### src/rtl/pfdm_pkg.sv
// pfdm_pkg: widths, reset values, codes and shared types of the pwm meter
// no dependencies; used by the interfaces and every module of the meter but the divider

package pfdm_pkg;

	localparam int unsigned COUNT_WIDTH_DEF = 16;

	localparam int unsigned PRE_W     = 16;
	localparam int unsigned BUS_W     = 28;
	localparam int unsigned TMO_W     = 16;
	localparam int unsigned ELAPSED_W = 16;
	localparam int unsigned FREQ_W    = 32;
	localparam int unsigned DUTY_W    = 10;
	localparam int unsigned SCALE_W   = 11;
	localparam int unsigned PERMIL_W  = 10;

	localparam int unsigned CFG_DATA_W = 28;
	localparam int unsigned CFG_IDX_W  = 2;

	localparam int unsigned QUEUE_DEPTH = 2;
	localparam int unsigned QPTR_W      = $clog2(QUEUE_DEPTH);
	localparam int unsigned QCNT_W      = $clog2(QUEUE_DEPTH + 1);

	localparam logic [PERMIL_W-1:0]  PERMIL          = PERMIL_W'(1000);
	localparam logic [SCALE_W-1:0]   MILLI_TWICE     = SCALE_W'(2000);
	localparam logic [DUTY_W-1:0]    DUTY_MAX        = DUTY_W'(1000);
	localparam logic [FREQ_W-1:0]    FREQ_MAX        = '1;
	localparam logic [ELAPSED_W-1:0] ELAPSED_MAX     = '1;
	localparam logic [PRE_W-1:0]     PRESCALER_RESET = '0;
	localparam logic [BUS_W-1:0]     BUS_CLOCK_RESET = BUS_W'(36000000);
	localparam logic [TMO_W-1:0]     TIMEOUT_RESET   = TMO_W'(200);

	typedef enum logic [CFG_IDX_W-1:0] {
		CFG_PRESCALER = 2'd0,
		CFG_BUS_CLOCK = 2'd1,
		CFG_TIMEOUT   = 2'd2,
		CFG_UNUSED    = 2'd3
	} cfg_idx_t;

	typedef enum logic {
		OP_CAPTURE = 1'b0,
		OP_TICK    = 1'b1
	} op_t;

	// classification of one queued word
	typedef struct packed {
		op_t  op;
		logic period_zero;
	} cls_t;

	typedef enum logic [2:0] {
		ST_IDLE,
		ST_DUTY_START,
		ST_DUTY_WAIT,
		ST_FREQ_START,
		ST_FREQ_WAIT,
		ST_DONE
	} state_t;

endpackage

### src/rtl/pfdm_in_if.sv
// pfdm_in_if: input channel of the pwm meter, capture events and ticks
// depends on pfdm_pkg for the default count width

interface pfdm_in_if #(
	parameter int unsigned COUNT_WIDTH = pfdm_pkg::COUNT_WIDTH_DEF
) ();
	logic                   valid;
	logic                   ready;
	logic                   req_type;
	logic [COUNT_WIDTH-1:0] period_count;
	logic [COUNT_WIDTH-1:0] high_count;

	modport source (output valid, req_type, period_count, high_count, input ready);
	modport sink (input valid, req_type, period_count, high_count, output ready);
endinterface

### src/rtl/pfdm_out_if.sv
// pfdm_out_if: result channel of the pwm meter, frequency, duty and presence
// depends on pfdm_pkg for the field widths

interface pfdm_out_if ();
	logic                          valid;
	logic                          ready;
	logic [pfdm_pkg::FREQ_W-1:0]   freq_millihertz;
	logic [pfdm_pkg::DUTY_W-1:0]   duty_permil;
	logic                          signal_present;

	modport source (output valid, freq_millihertz, duty_permil, signal_present, input ready);
	modport sink (input valid, freq_millihertz, duty_permil, signal_present, output ready);
endinterface

### src/rtl/pfdm_front.sv
// pfdm_front: accepts input words, classifies them and holds them in a short queue
// depends on pfdm_pkg and pfdm_in_if

module pfdm_front #(
	parameter int unsigned COUNT_WIDTH = pfdm_pkg::COUNT_WIDTH_DEF
) (
	input  logic                   clk,
	input  logic                   arst_n,
	pfdm_in_if.sink                in_stream,
	output logic                   head_valid,
	output pfdm_pkg::cls_t         head_cls,
	output logic [COUNT_WIDTH-1:0] head_period,
	output logic [COUNT_WIDTH-1:0] head_high,
	input  logic                   pop
);

	pfdm_pkg::cls_t                  cls_q    [pfdm_pkg::QUEUE_DEPTH];
	logic [COUNT_WIDTH-1:0]          period_q [pfdm_pkg::QUEUE_DEPTH];
	logic [COUNT_WIDTH-1:0]          high_q   [pfdm_pkg::QUEUE_DEPTH];
	logic [pfdm_pkg::QPTR_W-1:0]     wr_ptr_q;
	logic [pfdm_pkg::QPTR_W-1:0]     rd_ptr_q;
	logic [pfdm_pkg::QCNT_W-1:0]     cnt_q;
	logic                            push;
	pfdm_pkg::cls_t                  cls_in;

	assign in_stream.ready = (cnt_q != pfdm_pkg::QCNT_W'(pfdm_pkg::QUEUE_DEPTH));
	assign push            = in_stream.valid && in_stream.ready;

	always_comb begin
		cls_in.op          = pfdm_pkg::op_t'(in_stream.req_type);
		cls_in.period_zero = (in_stream.period_count == '0);
	end

	always_ff @(posedge clk or negedge arst_n) begin
		if (!arst_n) begin
			wr_ptr_q <= '0;
			rd_ptr_q <= '0;
			cnt_q    <= '0;
		end else begin
			if (push) begin
				wr_ptr_q <= wr_ptr_q + 1'b1;
			end
			if (pop) begin
				rd_ptr_q <= rd_ptr_q + 1'b1;
			end
			case ({push, pop})
				2'b10:   cnt_q <= cnt_q + 1'b1;
				2'b01:   cnt_q <= cnt_q - 1'b1;
				default: cnt_q <= cnt_q;
			endcase
		end
	end

	always_ff @(posedge clk) begin
		if (push) begin
			cls_q[wr_ptr_q]    <= cls_in;
			period_q[wr_ptr_q] <= in_stream.period_count;
			high_q[wr_ptr_q]   <= in_stream.high_count;
		end
	end

	assign head_valid  = (cnt_q != '0);
	assign head_cls    = cls_q[rd_ptr_q];
	assign head_period = period_q[rd_ptr_q];
	assign head_high   = high_q[rd_ptr_q];

endmodule

### src/rtl/pfdm_divider.sv
// pfdm_divider: restoring divider, one quotient bit per cycle
// depends on nothing but its parameters

module pfdm_divider #(
	parameter int unsigned NUM_W = 39,
	parameter int unsigned DEN_W = 33
) (
	input  logic             clk,
	input  logic             arst_n,
	input  logic             start,
	input  logic [NUM_W-1:0] num,
	input  logic [DEN_W-1:0] den,
	output logic             busy,
	output logic             done,
	output logic [NUM_W-1:0] quot
);

	localparam int unsigned CNT_W = $clog2(NUM_W + 1);

	logic [NUM_W-1:0] acc_q;
	logic [DEN_W-1:0] rem_q;
	logic [DEN_W-1:0] den_q;
	logic [CNT_W-1:0] cnt_q;
	logic             busy_q;
	logic             done_q;
	logic [DEN_W:0]   cand;
	logic [DEN_W:0]   diff;
	logic             qbit;

	// shift in the next dividend bit and try to subtract
	always_comb begin
		cand = {rem_q, acc_q[NUM_W-1]};
		diff = cand - {1'b0, den_q};
		qbit = !diff[DEN_W];
	end

	always_ff @(posedge clk or negedge arst_n) begin
		if (!arst_n) begin
			busy_q <= 1'b0;
			done_q <= 1'b0;
			cnt_q  <= '0;
		end else begin
			done_q <= 1'b0;
			if (start) begin
				busy_q <= 1'b1;
				cnt_q  <= CNT_W'(NUM_W);
			end else if (busy_q) begin
				cnt_q <= cnt_q - 1'b1;
				if (cnt_q == CNT_W'(1)) begin
					busy_q <= 1'b0;
					done_q <= 1'b1;
				end
			end
		end
	end

	always_ff @(posedge clk) begin
		if (start) begin
			acc_q <= num;
			rem_q <= '0;
			den_q <= den;
		end else if (busy_q) begin
			acc_q <= {acc_q[NUM_W-2:0], qbit};
			rem_q <= qbit ? diff[DEN_W-1:0] : cand[DEN_W-1:0];
		end
	end

	assign busy = busy_q;
	assign done = done_q;
	assign quot = acc_q;

endmodule

### src/rtl/pfdm_back.sv
// pfdm_back: sequencer that carries out queued words, keeps the readings and
// drives the result register; depends on pfdm_pkg, pfdm_out_if, pfdm_divider

module pfdm_back #(
	parameter int unsigned COUNT_WIDTH = pfdm_pkg::COUNT_WIDTH_DEF
) (
	input  logic                              clk,
	input  logic                              arst_n,
	input  logic                              head_valid,
	input  pfdm_pkg::cls_t                    head_cls,
	input  logic [COUNT_WIDTH-1:0]            head_period,
	input  logic [COUNT_WIDTH-1:0]            head_high,
	output logic                              pop,
	input  logic [pfdm_pkg::PRE_W-1:0]        prescaler,
	input  logic [pfdm_pkg::BUS_W-1:0]        bus_clock_hz,
	input  logic [pfdm_pkg::TMO_W-1:0]        timeout_ms,
	pfdm_out_if.source                        out_stream
);

	localparam int unsigned DUTY_NUM_W = COUNT_WIDTH + pfdm_pkg::PERMIL_W;
	localparam int unsigned FREQ_NUM_W = pfdm_pkg::BUS_W + pfdm_pkg::SCALE_W;
	localparam int unsigned DEN_W      = COUNT_WIDTH + pfdm_pkg::PRE_W + 1;
	localparam int unsigned NUM_W      = (DUTY_NUM_W > FREQ_NUM_W) ? DUTY_NUM_W : FREQ_NUM_W;

	pfdm_pkg::state_t state_q, state_d;

	logic tick_upd, cap_zero, mul_en, div_start, div_sel_freq;
	logic duty_en, freq_en, load_out;

	logic [DUTY_NUM_W-1:0]          duty_num_q;
	logic [FREQ_NUM_W-1:0]          freq_num_q;
	logic [DEN_W-1:0]               freq_den_q;
	logic [pfdm_pkg::FREQ_W-1:0]    freq_q;
	logic [pfdm_pkg::DUTY_W-1:0]    duty_q;
	logic [pfdm_pkg::ELAPSED_W-1:0] elapsed_q;

	logic                           out_valid_q;
	logic [pfdm_pkg::FREQ_W-1:0]    out_freq_q;
	logic [pfdm_pkg::DUTY_W-1:0]    out_duty_q;
	logic                           out_present_q;

	logic [NUM_W-1:0]               div_num;
	logic [DEN_W-1:0]               div_den;
	logic                           div_busy;
	logic                           div_done;
	logic [NUM_W-1:0]               div_quot;
	logic [pfdm_pkg::DUTY_W-1:0]    duty_sat;
	logic [pfdm_pkg::FREQ_W-1:0]    freq_sat;
	logic                           present;
	logic                           slot_free;

	assign slot_free = !out_valid_q || out_stream.ready;
	assign present   = (elapsed_q < timeout_ms);

	always_ff @(posedge clk or negedge arst_n) begin
		if (!arst_n) begin
			state_q <= pfdm_pkg::ST_IDLE;
		end else begin
			state_q <= state_d;
		end
	end

	always_comb begin
		state_d      = state_q;
		tick_upd     = 1'b0;
		cap_zero     = 1'b0;
		mul_en       = 1'b0;
		div_start    = 1'b0;
		div_sel_freq = 1'b0;
		duty_en      = 1'b0;
		freq_en      = 1'b0;
		load_out     = 1'b0;
		pop          = 1'b0;
		unique case (state_q)
			pfdm_pkg::ST_IDLE: begin
				if (head_valid) begin
					if (head_cls.op == pfdm_pkg::OP_TICK) begin
						tick_upd = 1'b1;
						state_d  = pfdm_pkg::ST_DONE;
					end else if (head_cls.period_zero) begin
						cap_zero = 1'b1;
						state_d  = pfdm_pkg::ST_DONE;
					end else begin
						mul_en  = 1'b1;
						state_d = pfdm_pkg::ST_DUTY_START;
					end
				end
			end
			pfdm_pkg::ST_DUTY_START: begin
				div_start = 1'b1;
				state_d   = pfdm_pkg::ST_DUTY_WAIT;
			end
			pfdm_pkg::ST_DUTY_WAIT: begin
				if (div_done) begin
					duty_en = 1'b1;
					state_d = pfdm_pkg::ST_FREQ_START;
				end
			end
			pfdm_pkg::ST_FREQ_START: begin
				div_start    = 1'b1;
				div_sel_freq = 1'b1;
				state_d      = pfdm_pkg::ST_FREQ_WAIT;
			end
			pfdm_pkg::ST_FREQ_WAIT: begin
				if (div_done) begin
					freq_en = 1'b1;
					state_d = pfdm_pkg::ST_DONE;
				end
			end
			pfdm_pkg::ST_DONE: begin
				if (slot_free) begin
					load_out = 1'b1;
					pop      = 1'b1;
					state_d  = pfdm_pkg::ST_IDLE;
				end
			end
			default: state_d = pfdm_pkg::ST_IDLE;
		endcase
	end

	// operand products, one multiplier each
	always_ff @(posedge clk) begin
		if (mul_en) begin
			duty_num_q <= DUTY_NUM_W'(head_high) * DUTY_NUM_W'(pfdm_pkg::PERMIL);
			freq_num_q <= FREQ_NUM_W'(bus_clock_hz) * FREQ_NUM_W'(pfdm_pkg::MILLI_TWICE);
			freq_den_q <= DEN_W'(head_period) * (DEN_W'(prescaler) + DEN_W'(1));
		end
	end

	assign div_num = div_sel_freq ? NUM_W'(freq_num_q) : NUM_W'(duty_num_q);
	assign div_den = div_sel_freq ? freq_den_q : DEN_W'(head_period);

	pfdm_divider #(
		.NUM_W (NUM_W),
		.DEN_W (DEN_W)
	) u_div (
		.clk    (clk),
		.arst_n (arst_n),
		.start  (div_start),
		.num    (div_num),
		.den    (div_den),
		.busy   (div_busy),
		.done   (div_done),
		.quot   (div_quot)
	);

	always_comb begin
		if ((|div_quot[NUM_W-1:pfdm_pkg::DUTY_W]) ||
		    (div_quot[pfdm_pkg::DUTY_W-1:0] > pfdm_pkg::DUTY_MAX)) begin
			duty_sat = pfdm_pkg::DUTY_MAX;
		end else begin
			duty_sat = div_quot[pfdm_pkg::DUTY_W-1:0];
		end
		if (|div_quot[NUM_W-1:pfdm_pkg::FREQ_W]) begin
			freq_sat = pfdm_pkg::FREQ_MAX;
		end else begin
			freq_sat = div_quot[pfdm_pkg::FREQ_W-1:0];
		end
	end

	always_ff @(posedge clk or negedge arst_n) begin
		if (!arst_n) begin
			freq_q    <= '0;
			duty_q    <= '0;
			elapsed_q <= '0;
		end else begin
			if (tick_upd && (elapsed_q != pfdm_pkg::ELAPSED_MAX)) begin
				elapsed_q <= elapsed_q + 1'b1;
			end
			if (cap_zero) begin
				freq_q    <= '0;
				duty_q    <= '0;
				elapsed_q <= '0;
			end
			if (duty_en) begin
				duty_q <= duty_sat;
			end
			if (freq_en) begin
				freq_q    <= freq_sat;
				elapsed_q <= '0;
			end
		end
	end

	always_ff @(posedge clk or negedge arst_n) begin
		if (!arst_n) begin
			out_valid_q <= 1'b0;
		end else if (load_out) begin
			out_valid_q <= 1'b1;
		end else if (out_stream.ready) begin
			out_valid_q <= 1'b0;
		end
	end

	always_ff @(posedge clk) begin
		if (load_out) begin
			out_freq_q    <= present ? freq_q : '0;
			out_duty_q    <= present ? duty_q : '0;
			out_present_q <= present;
		end
	end

	assign out_stream.valid           = out_valid_q;
	assign out_stream.freq_millihertz = out_freq_q;
	assign out_stream.duty_permil     = out_duty_q;
	assign out_stream.signal_present  = out_present_q;

`ifndef ASSERT_OFF
	a_duty_range: assert property (@(posedge clk) disable iff (!arst_n)
		duty_q <= pfdm_pkg::DUTY_MAX)
		else $error("stored duty above full scale");

	a_start_idle_div: assert property (@(posedge clk) disable iff (!arst_n)
		div_start |-> !div_busy)
		else $error("divider started while busy");

	a_done_in_wait: assert property (@(posedge clk) disable iff (!arst_n)
		div_done |-> (state_q == pfdm_pkg::ST_DUTY_WAIT || state_q == pfdm_pkg::ST_FREQ_WAIT))
		else $error("divider result outside a wait state");

	a_absent_zero: assert property (@(posedge clk) disable iff (!arst_n)
		(out_valid_q && !out_present_q) |-> (out_freq_q == '0 && out_duty_q == '0))
		else $error("readings reported without signal");
`endif

endmodule

### src/rtl/pwm_frequency_duty_meter.sv
// pwm_frequency_duty_meter: pwm frequency and duty meter, top level with config registers
// depends on pfdm_pkg, pfdm_in_if, pfdm_out_if, pfdm_front, pfdm_back
// a tick or a zero-period capture goes from the queue through the done state to the result register
// a capture with nonzero period first goes through the shared divider, which makes one
// quotient bit per cycle, duty then frequency
// one word is carried out at a time; a two-word queue keeps the input taking words meanwhile
// reset clears readings, elapsed time, queue and result valid flag; config takes reset values

module pwm_frequency_duty_meter #(
	parameter int unsigned COUNT_WIDTH = pfdm_pkg::COUNT_WIDTH_DEF
) (
	input  logic                                clk,
	input  logic                                arst_n,
	pfdm_in_if.sink                             in_stream,
	pfdm_out_if.source                          out_stream,
	input  logic                                cfg_we,
	input  logic [pfdm_pkg::CFG_IDX_W-1:0]      cfg_index,
	input  logic [pfdm_pkg::CFG_DATA_W-1:0]     cfg_data
);

	logic [pfdm_pkg::PRE_W-1:0] prescaler_q;
	logic [pfdm_pkg::BUS_W-1:0] bus_clock_q;
	logic [pfdm_pkg::TMO_W-1:0] timeout_q;

	logic                   head_valid;
	pfdm_pkg::cls_t         head_cls;
	logic [COUNT_WIDTH-1:0] head_period;
	logic [COUNT_WIDTH-1:0] head_high;
	logic                   pop;

	always_ff @(posedge clk or negedge arst_n) begin
		if (!arst_n) begin
			prescaler_q <= pfdm_pkg::PRESCALER_RESET;
			bus_clock_q <= pfdm_pkg::BUS_CLOCK_RESET;
			timeout_q   <= pfdm_pkg::TIMEOUT_RESET;
		end else if (cfg_we) begin
			unique case (pfdm_pkg::cfg_idx_t'(cfg_index))
				pfdm_pkg::CFG_PRESCALER: prescaler_q <= cfg_data[pfdm_pkg::PRE_W-1:0];
				pfdm_pkg::CFG_BUS_CLOCK: bus_clock_q <= cfg_data[pfdm_pkg::BUS_W-1:0];
				pfdm_pkg::CFG_TIMEOUT:   timeout_q   <= cfg_data[pfdm_pkg::TMO_W-1:0];
				default: ;
			endcase
		end
	end

	pfdm_front #(
		.COUNT_WIDTH (COUNT_WIDTH)
	) u_front (
		.clk         (clk),
		.arst_n      (arst_n),
		.in_stream   (in_stream),
		.head_valid  (head_valid),
		.head_cls    (head_cls),
		.head_period (head_period),
		.head_high   (head_high),
		.pop         (pop)
	);

	pfdm_back #(
		.COUNT_WIDTH (COUNT_WIDTH)
	) u_back (
		.clk          (clk),
		.arst_n       (arst_n),
		.head_valid   (head_valid),
		.head_cls     (head_cls),
		.head_period  (head_period),
		.head_high    (head_high),
		.pop          (pop),
		.prescaler    (prescaler_q),
		.bus_clock_hz (bus_clock_q),
		.timeout_ms   (timeout_q),
		.out_stream   (out_stream)
	);

endmodule

### src/flat_wrapper.sv
// flat-port wrapper written by rule: the top's interface ports become plain ports
module pwm_frequency_duty_meter_flat 
#(
	parameter int unsigned COUNT_WIDTH = pfdm_pkg::COUNT_WIDTH_DEF
)
  (clk, arst_n, cfg_we, cfg_index, cfg_data, in_stream_valid, in_stream_req_type, in_stream_period_count, in_stream_high_count, in_stream_ready, out_stream_valid, out_stream_freq_millihertz, out_stream_duty_permil, out_stream_signal_present, out_stream_ready);
  pfdm_in_if #(.COUNT_WIDTH(COUNT_WIDTH)) in_stream_i ();
  pfdm_out_if out_stream_i ();
  input  logic clk;
  input  logic arst_n;
  input  logic cfg_we;
  input  logic [pfdm_pkg::CFG_IDX_W-1:0] cfg_index;
  input  logic [pfdm_pkg::CFG_DATA_W-1:0] cfg_data;
  input wire logic [$bits(in_stream_i.valid)-1:0] in_stream_valid;
  input wire logic [$bits(in_stream_i.req_type)-1:0] in_stream_req_type;
  input wire logic [$bits(in_stream_i.period_count)-1:0] in_stream_period_count;
  input wire logic [$bits(in_stream_i.high_count)-1:0] in_stream_high_count;
  output wire logic [$bits(in_stream_i.ready)-1:0] in_stream_ready;
  output wire logic [$bits(out_stream_i.valid)-1:0] out_stream_valid;
  output wire logic [$bits(out_stream_i.freq_millihertz)-1:0] out_stream_freq_millihertz;
  output wire logic [$bits(out_stream_i.duty_permil)-1:0] out_stream_duty_permil;
  output wire logic [$bits(out_stream_i.signal_present)-1:0] out_stream_signal_present;
  input wire logic [$bits(out_stream_i.ready)-1:0] out_stream_ready;
  assign in_stream_i.valid = in_stream_valid;
  assign in_stream_i.req_type = in_stream_req_type;
  assign in_stream_i.period_count = in_stream_period_count;
  assign in_stream_i.high_count = in_stream_high_count;
  assign in_stream_ready = in_stream_i.ready;
  assign out_stream_valid = out_stream_i.valid;
  assign out_stream_freq_millihertz = out_stream_i.freq_millihertz;
  assign out_stream_duty_permil = out_stream_i.duty_permil;
  assign out_stream_signal_present = out_stream_i.signal_present;
  assign out_stream_i.ready = out_stream_ready;
  pwm_frequency_duty_meter #(.COUNT_WIDTH(COUNT_WIDTH)) u_core (.clk(clk), .arst_n(arst_n), .in_stream(in_stream_i), .out_stream(out_stream_i), .cfg_we(cfg_we), .cfg_index(cfg_index), .cfg_data(cfg_data));
endmodule
### config.mk
export PLATFORM = sky130hd
export DESIGN_NAME = pwm_frequency_duty_meter_flat
export DESIGN_NICKNAME = d
export VERILOG_FILES = /design/src/rtl/pfdm_pkg.sv /design/src/rtl/pfdm_in_if.sv /design/src/rtl/pfdm_out_if.sv /design/src/rtl/pfdm_front.sv /design/src/rtl/pfdm_divider.sv /design/src/rtl/pfdm_back.sv /design/src/rtl/pwm_frequency_duty_meter.sv /design/src/flat_wrapper.sv
export SDC_FILE = /design/constraint.sdc
export NUM_CORES = 2
export LEC_CHECK = 0
export BUFFER_PORTS_ARGS = -buffer_cell sky130_fd_sc_hd__buf_2
export CAP_MARGIN = 20
export CORE_MARGIN = 10
export CORE_UTILIZATION = 45
export DETAILED_ROUTE_END_ITERATION = 7
export HOLD_SLACK_MARGIN = 0.15
export PLACE_DENSITY = 0.65
export SKIP_LAST_GASP = 1
export SLEW_MARGIN = 5
export SYNTH_ARGS = -nofsm -noshare
export SYNTH_HDL_FRONTEND = slang
export SYNTH_SLANG_ARGS = --single-unit
### constraint.sdc
create_clock -name clk -period 10.6 [get_ports clk]
set_clock_uncertainty 0.2 [all_clocks]
set_input_delay 0.53 -clock clk [delete_from_list [all_inputs] [get_ports clk]]
set_output_delay 0.53 -clock clk [all_outputs]
set_load 0.03 [all_outputs]
==> flow_summary.yaml <==
detailed_routing:
  drt_wl_total_mm: 79.51
  firstDrtPassIters: 5
  vias_per_cell: 5.219
  detail_route.wl_per_cell_um: 17.54
  via_count: 23660
  drc: 0
  drtIter0Drc: 1556
  drtAntennaViolNets: 0
timing:
  setup_tns_ps: 0
  rsz0062_at_grt: "no"
  period_minus_slack_ps: 8938
  hold_violations: 0
  fmax_mhz: 111.9
  relSlewSlack_pct: 27.81
  setup_viol: 0
  finalMaxSlewViolations: 0
  post-route-period-util_pct: 84.32
  worstMarginPinSlew_ps: 1079
global_routing:
  grt_usage_pct: 18.06
  grt-ovfl-total: 0
  grt_start_max_net_pins: 82
  first_global_vias: 23960
  antenna_found_initial: 5
  grt_pass1_wl_mm: 130.4
synthesis:
  synth_area_per_cell_um2: 10.64
  synthCells: 3283
  netlist_area_um2: 34920
  synth_top_area_cell: "edfxtp_1"
  synth.distinct_cells: 75
  ys_seq_elements: 441
  yosysWarnings: 0
  synth_nets: 4004
  synthTopCellsByArea: "edfxtp_1, fa_1, ha_1"
  ys_seq_area_share_pct: 35.10
  yosysMostFrequentCell: "inv_1"
  synthArstFlopShare_pct: 30.39
  synthFlopType: "edfxtp_1"
  synth_edf_count: 274
  yosysTopAreaCellShare_pct: 23.56
  synth_common_cells: "inv_1, fa_1, nor2_1"
setup_path:
  setup.worst_path.start_class: "register"
  reg2reg_from: "u_core.prescaler_q[0]"
  ff2ff_path_depth: 24
  end_kind: "register"
  crit_path_max_fanout: 20
  cp-endpoint: "u_core.u_back.freq_den_q[32]"
  path_class: "register to register"
  cp.required_ps: 10760
  r2r_end: "u_core.u_back.freq_den_q[32]"
  crit_arrival_ps: 9100
  rrSetupSlack_ps: 1660
  crit_start: "u_core.prescaler_q[0]"
cts:
  post_cts_resize_count: 0
  clockBufferDepth: 3
  cts_tree: "built"
  clk_latency_ps: 640
  cts_made_buffers: 51
  htree_levels: 2
  path_clk_slew_ps: 80
  cts_sinks: 441
  cts_root_buf: "clkbuf_16"
finish:
  diodes: 0
  area_growth_syn_to_layout_pct: 12.39
  layout.nets: 4172
  final_layout_size_suffix_gt1_share_pct: 10.22
placed_design:
  gp_congestion: 0.9054
  dp_hpwl_mm: 60.55
  io_buffers: 112
run_status:
  status: "complete, no violations"
floorplanning:
  num_io_pins: 113
  fp.dieArea_um2: 89130
  core_area_um2: 77210
  die_h_um: 298.6
  rows: 102
  start_util_pct: 45.22
  die_w_um: 298.6
hold_path:
  hold_class: "register to register"
flow_run:
  maxCapViolCount: 0
layer usage:
layer  vias up  track usage (%)  wire, µm
li1      11270                -         -
met1     11630            26.38     37830
met2       658            26.65     33520
met3       107            3.882      6006
met4         2            5.290      2141
met5         -                0        13
area by class of cell:
cell class | count | area, µm²
inverter | 470 | 1764
clock inverter | 35 | 484.2
sequential | 441 | 12260
multi-input combinational | 2276 | 20570
fill | 6904 | 37970
timing repair buffer | 211 | 1470
tap | 1040 | 1301
clock buffer | 61 | 1395
registers in the layout, summed over array words and instances (netlist names), 2 cells and up:
name                                      count
u_core.prescaler_q                           16
u_core.u_back.elapsed_q                      16
u_core.u_front.period_q                      32
u_core.u_front.cls_q                          4
u_core.u_back.u_div.quot                     39
u_core.u_back.out_stream.freq_millihertz     32
u_core.u_back.duty_q                         10
u_core.timeout_q                             16
u_core.u_back.state_q                         3
u_core.u_back.u_div.cnt_q                     6
u_core.bus_clock_q                           28
u_core.u_back.freq_q                         32
u_core.u_back.out_stream.duty_permil         10
u_core.u_back.freq_den_q                     33
u_core.u_back.u_div.rem_q                    33
u_core.u_front.high_q                        32
u_core.u_back.duty_num_q                     23
u_core.u_back.freq_num_q                     35
u_core.u_back.u_div.den_q                    33
u_core.u_front.cnt_q                          2
worst max-delay path: stages, from the launching register on:
cell and delay (ps):
dfrtp_1 880, ha_1 420, nand2_1 160, nor2_1 320, and3_1 260, xor2_1 820
nand2_1 190, fa_1 540, fa_1 490, inv_1 50, fa_1 510, fa_1 440
fa_1 540, inv_1 50, fa_1 530, inv_1 40, ha_1 390, nand3_1 160
a2111oi_2 310, nor3_1 160, a21o_1 200, o31a_1 340, or3_1 360, a311oi_2 230
xnor2_1 100
worst min-delay path by stage:
| stage | start | endpoint | slack (ps) | cells after the start |
|---|---|---|---|---|
| global placement | u_core.u_back.u_div.rem_q[14] | u_core.u_back.u_div.rem_q[14] | 260 | 2 |
| detailed placement | u_core.u_back.u_div.rem_q[14] | u_core.u_back.u_div.rem_q[14] | 260 | 2 |
| global route | u_core.u_back.u_div.rem_q[2] | u_core.u_back.u_div.rem_q[2] | 290 | 2 |
| finish | u_core.u_back.u_div.rem_q[14] | u_core.u_back.u_div.rem_q[14] | 260 | 2 |
| floorplan | arst_n | u_core.bus_clock_q[0] | 30 | 0 |
| CTS | cfg_index[0] | u_core.prescaler_q[5] | 260 | 4 |
layout by cell type, fill, tap and decap left out, drive strengths merged, types with 99 or more instances in the layout:
| cell type | n |
|---|---|
| buf | 147 |
| inv | 472 |
| nand2 | 279 |
| o21ai | 99 |
| fa | 365 |
| dfrtp | 124 |
| nor2 | 310 |
| edfxtp | 274 |
| a21oi | 171 |
| ha | 288 |
stage by stage:
step                      instances  utilization, %  worst slack (ps)  cell area [µm²]  hold slack [ps]
after floorplan                3283               -              2911            34920            34.41
after global placement         4370           47.52              1845            36690            257.5
after detailed placement       4371           47.53              1747            36700            259.2
after CTS                      4531           50.80              1734            39220            264.8
after global routing           4534           50.82              1170            39240            290.6
final                          4534           50.82              1662            39240            264.8
what timing repair did:
item,CTS,global route
setup endpoints to repair,0,0
setup buffers,0,0
hold buffers,64,0
endpoints found under the hold margin,195,0
logic make-up after synthesis:
group           share of synthesized area (%)
simple gates                            11.21
xor+xnor                                3.712
flops                                   35.10
buf+inv                                 6.113
compound gates                          8.185
mux                                     4.436
fa+ha+maj                               31.25
Power is left out: the tool's default activity adds up to more than one toggle a clock period on the data nets, which glitch-free logic cannot reach.
